==> src/breakpoint_match_table_assert.svh <==
// Assertion macros for the breakpoint match table.
`ifndef BREAKPOINT_MATCH_TABLE_ASSERT_SVH
`define BREAKPOINT_MATCH_TABLE_ASSERT_SVH
`ifndef ASSERT_OFF
`define BMT_ASSERT_IMPL(label, clk, rst, prop, msg) \
   label: assert property (@(posedge clk) disable iff (rst) prop) else $error(msg);
`define BMT_ASSERT_NEXT(label, clk, rst, cond, nxt, msg) \
   label: assert property (@(posedge clk) disable iff (rst) (cond) |=> (nxt)) else $error(msg);
`else
`define BMT_ASSERT_IMPL(label, clk, rst, prop, msg)
`define BMT_ASSERT_NEXT(label, clk, rst, cond, nxt, msg)
`endif
`endif

==> src/bmt_pkg.sv <==
// Package with types and constants shared by the breakpoint match table.
package bmt_pkg;
   localparam int BpEntries = 16;
   localparam int IdxW = 4;
   localparam int CntW = 5;

   typedef enum logic [2:0] {
      MODE_ADD    = 3'd0,
      MODE_REMOVE = 3'd1,
      MODE_ENABLE = 3'd2,
      MODE_CHECK  = 3'd3,
      MODE_READ   = 3'd4
   } mode_type;

   localparam logic [2:0] KIND_FREE = 3'd0;
   localparam logic [2:0] KIND_MAX  = 3'd4;

   typedef enum logic [1:0] {
      ST_IDLE = 2'd0,
      ST_EXEC = 2'd1,
      ST_TRIM = 2'd2,
      ST_DONE = 2'd3
   } state_type;

   typedef struct packed {
      logic load;
      logic exec;
      logic trim;
   } cmd_type;

   typedef struct packed {
      logic trim_more;
   } status_type;
endpackage

==> src/bmt_control.sv <==
// Controller state machine of the breakpoint match table.
module bmt_control (
   input  logic                clock,
   input  logic                reset,
   input  logic                req_valid,
   output logic                req_ready,
   output logic                rsp_valid,
   input  logic                rsp_ready,
   input  bmt_pkg::status_type status,
   output bmt_pkg::cmd_type    cmd
);
   import bmt_pkg::*;

   state_type state_ff, state_in;

   always_ff @(posedge clock) begin
      if (reset) state_ff <= ST_IDLE;
      else state_ff <= state_in;
   end

   always_comb begin
      state_in = state_ff;
      cmd = '0;
      req_ready = 1'b0;
      rsp_valid = 1'b0;
      unique case (state_ff)
         ST_IDLE: begin
            req_ready = 1'b1;
            if (req_valid) begin
               cmd.load = 1'b1;
               state_in = ST_EXEC;
            end
         end
         ST_EXEC: begin
            cmd.exec = 1'b1;
            state_in = ST_TRIM;
         end
         ST_TRIM: begin
            cmd.trim = 1'b1;
            if (!status.trim_more) state_in = ST_DONE;
         end
         ST_DONE: begin
            rsp_valid = 1'b1;
            if (rsp_ready) state_in = ST_IDLE;
         end
         default: state_in = ST_IDLE;
      endcase
   end
endmodule

==> config.mk <==
export PLATFORM = sky130hd
export DESIGN_NAME = bmt_control
export DESIGN_NICKNAME = d
export VERILOG_FILES = /design/src/breakpoint_match_table_assert.svh /design/src/bmt_pkg.sv /design/src/bmt_control.sv
export SDC_FILE = /design/constraint.sdc
export NUM_CORES = 1
export LEC_CHECK = 0
export BUFFER_PORTS_ARGS = -buffer_cell sky130_fd_sc_hd__buf_2
export CORE_AREA = 3 3 40 42
export CTS_CLUSTER_DIAMETER = 200
export CTS_CLUSTER_SIZE = 28
export DETAILED_ROUTE_END_ITERATION = 8
export DIE_AREA = 0 0 43 45
export GPL_TIMING_DRIVEN = 0
export PLACE_DENSITY = 0.37
export SLEW_MARGIN = 10
export SYNTH_ARGS = -nofsm -noshare
export SYNTH_HDL_FRONTEND = slang
export SYNTH_SLANG_ARGS = --single-unit
==> constraint.sdc <==
create_clock -name clock -period 1.4 [get_ports clock]
set_input_delay 0.14 -clock clock [delete_from_list [all_inputs] [get_ports clock]]
set_output_delay 0.14 -clock clock [all_outputs]
set_load 0.005 [all_outputs]
## Word-level counts from Yosys, hierarchy flattened

Index checks and enable logic that the tools add are counted.

- Register bits after elaboration: 2
- Output and inout port bits: 5
- Word-level logic and storage cells: 19

- Eq/ne operators: 6
- Mux-type cells: 10
- Reduce and logical (&&, ||, !) cells: 2

Operators by type and width:

| cell | number |
|---|---|
| 2-bit one-hot mux with 4 select lines | 1 |
| 1-bit two-way mux | 6 |
| 2-bit two-way mux | 3 |
| 2-bit != test, second input constant | 3 |
| 2-bit == test, second input constant | 2 |
| 3-bit AND reduction | 1 |
| 2-bit by 1-bit == test with 1-bit output, second input constant | 1 |
| 2-bit zero test | 1 |

## Longest topological paths before layout

- Word-level depth: 3
- Mapped depth: 5

## Least setup slack after synthesis

No wires, ideal clock.

- Kind: register -> register
- Start: reg state_ff[0]
- End: reg state_ff[1]
- Arrival time: 1,120 ps
- Required time: 1,269 ps
- Setup slack: 149 ps
- Stages on the path, launching flop included: 6
- Path buffers: 0
- Cells stage by stage: dfxtp_1 > inv_2 > ha_1 > nor2b_4 > o311ai_1 > o41ai_1

- Longest elaborated chain between the ends: 3

RTL lines:

| element | line | text |
|---|---|---|
| from (decl) | bmt_control.sv:14 | `state_type state_ff, state_in;` |
| from (signal assigned) | bmt_control.sv:18 | `else state_ff <= state_in;` |
| 2-bit == test or 2-bit zero test (tied branches) | bmt_control.sv:26 | `unique case (state_ff)` |
| 2-bit != test (no source line) | - |  |
| 3-bit AND reduction (no source line) | - |  |

Several ways; a longest one is shown, not always the timed one.
A chain may end at the register's enable or synchronous reset.

## Worst setup path in the final report

- Start: reg state_ff[1]
- End: reg state_ff[1]

Same word-level chain as after synthesis.

==> results.md <==
- Row count: 13
- Status: completed
- Initial Util: 14.1%
- Initial antenna violation count: 0
- H-tree levels: 1
- Top flop regs: state_ff x2
- WL final: approximately 420 um
- CTS root buf: clkbuf_4
- Die Ht: roughly 45 um
- Post_cts resized: 0
- Crit end category: flip-flop
- Mapped Area: roughly 180 um^2
- Total congestion overflow: 0
- Slowest-stage cell, CP: dfxtp_1
- I/O pin cnt: 10
- Via count: around 160
- Layout Nets: 41
- Reg clk slew, reported paths: 0.03 ns
- Crit path DAT: ~1.4 ns
- Syn Inst Count: 18
- Max capacitance violation total: 0
- Cell Count, Final, Fillers Out: between 40 and 50
- Setup Fix Bufs, Post-CTS: 0
- #FFs+latches synth: 2
- DIE WIDTH: approximately 43 um
- IO Port Bufs: 9
- Max FO, Critical Path: 4
- Drt first pass iters: 2
- RSZ-0062 raised after global routing: no
- CP delay by family, top: compound AO/OA/AOI/OAI gates
- Vias in the first global route: about 170
- Fmax: roughly 0.74 GHz
- DRC viols: 0
- Max reg flops: 2
- Synth top area share: around 28%
- CTS tree: yes
- Final Max Slew Viols: 0
- DIE AREA: approximately 1900 um^2
- Ratio of total power to cell area: roughly 1500 nW/um^2
- Layout area overhead: 47.6%
- Syn_area_per_cell: between 10 and 15 um^2
- Maximum vdd drop: 297 uV
- Post-detailed-route wirelength per cell: about 9.4 um
- Buf/Inv on CP: 1
- Sequential share of the synthesized area: between 20 and 25%
- Synth area leader: ha_1
- Count of final hold-check violations: 0
- DRT iter0 DRCs: 1
- Syn. warnings: 0
- Global-route wire length before repair: around 700 um
- Max stage delay on crit path: approximately 0.36 ns
- Area contributors post-synth: ha_1 28%, dfxtp_1 22%, nor2b_4 7.6%
- Most flops, register: state_ff
- CTS Sinks: 2
- Via/cell ratio: 3.60
- # fillers: roughly 140
- Post-placement cell count: between 40 and 50
- Synth cell types: 13
- Routed Antenna Nets: 0
- Share of layout cells above drive strength 1: between 50% and 60%
- Clock Latency Late Sink: 0.22 ns
- Cells along the critical path: inv_1 -> ha_1 -> nor2b_4 -> o311ai_1 -> o41ai_1
- Setup TNS: 0 ns
- Setup violators final: 0
- Worst endpoint required time: 1.49 ns
- Syn nets: 27
- Leakage power figure: 0.000141 uW
- N_diodes: 0
- Crit share post-route: between 90% and 100%
- CTS Hold Bufs: 0
- Worst-margin pin slew: 0.304 ns
- Core Region: approximately 1300 um^2
- CTS buffer count: 3
- Hold Path Class: in -> reg
- Worst Skew: about 0.0028 ns
- Fin crit period: about 1.3 ns
- GPL Wtd Cong: 0.699
- GRT Util Overall: 5.57%
- Slew margin rel.: roughly four fifths
- Critical path startpoint category: flip-flop
- Kind of critical path: reg -> reg
- Largest net degree at the start of global routing: 5
- Longest Clk Path Bufs: 2
-- path summary, 6_finish.rpt --
| path | start | end | slack (ns) | cells after the start |
|---|---|---|---|---|
| setup / recovery | state_ff[1]$_SDFFE_PP0P_ | state_ff[1]$_SDFFE_PP0P_ | 0.05 | 5 |
| hold / removal | reset | state_ff[0]$_SDFFE_PP0P_ | 0.22 | 3 |
| setup reg to reg | state_ff[1]$_SDFFE_PP0P_ | state_ff[1]$_SDFFE_PP0P_ | 0.05 | 5 |
| hold reg to reg | state_ff[1]$_SDFFE_PP0P_ | state_ff[1]$_SDFFE_PP0P_ | 0.54 | 2 |
-- cell type report --
type                    count  area (um^2)  share of cell area (%)
clock buffers               3         22.5                    8.41
inverters                   3         11.3                    4.21
multi-input cells          13          130                    48.6
flip-flops and latches      2         40.0                    15.0
well taps                  15         18.8                    7.01
repair buffers              9         45.0                    16.8
-- where the power goes --
| part | leakage (uW) | switching [uW] | total (uW) | internal [uW] |
|---|---|---|---|---|
| combinational | 0.000111 | 90.9 | 194 | 103 |
| sequential | 0.0000165 | 17.3 | 93.5 | 76.1 |
| clock | 0.0000138 | 29.0 | 123 | 94.2 |
-- cell usage after synthesis, drive strengths merged --
library cell,n
o311a,1
dfxtp,2
o41ai,1
o311ai,1
o31ai,1
nand2,1
inv,3
and2,2
nor2b,2
ha,4
-- kinds of logic after synthesis --
| group | synth area share (%) |
|---|---|
| fa+ha+maj | 27.6 |
| buf+inv | 6.21 |
| simple gates | 22.1 |
| flops | 22.1 |
| compound gates | 22.1 |
-- placed cells by master, fill, tap and decap left out, drive strengths merged --
master	synthesis	final
o311ai	1	1
dfxtp	2	2
nand2	1	1
o41ai	1	1
inv	3	3
and2	2	2
buf	0	9
o311a	1	1
ha	4	4
clkbuf	0	3
nor2b	2	2
o31ai	1	1
-- routing by layer --
layer	up-vias	track usage, %	routed length [um]
met5	-	0	0
met3	0	2.39	29
met2	6	8.38	205
li1	88	-	-
met1	68	5.04	186
met4	0	7.23	0
-- worst reg2reg max path, stage by stage, from the launching register on --
cell	delay, ns
dfxtp_1	0.36
inv_1	0.08
ha_1	0.22
nor2b_4	0.15
o311ai_1	0.28
o41ai_1	0.13
-- through the flow --
step           util (%)  instance area (um^2)  total power (uW)  setup WS, ns  hold slack, ns
2_1_floorplan         -                   181               223         0.149           0.318
3_3_place_gp       19.1                   245               287        0.0729           0.427
3_5_place_dp       19.1                   245               292        0.0557           0.442
4_1_cts            20.8                   268               423        0.0560           0.214
5_1_grt            20.8                   268               462      0.000987           0.219
6_report           20.8                   268               411        0.0542           0.219
Note: power is estimated with default switching activity, not from simulation.
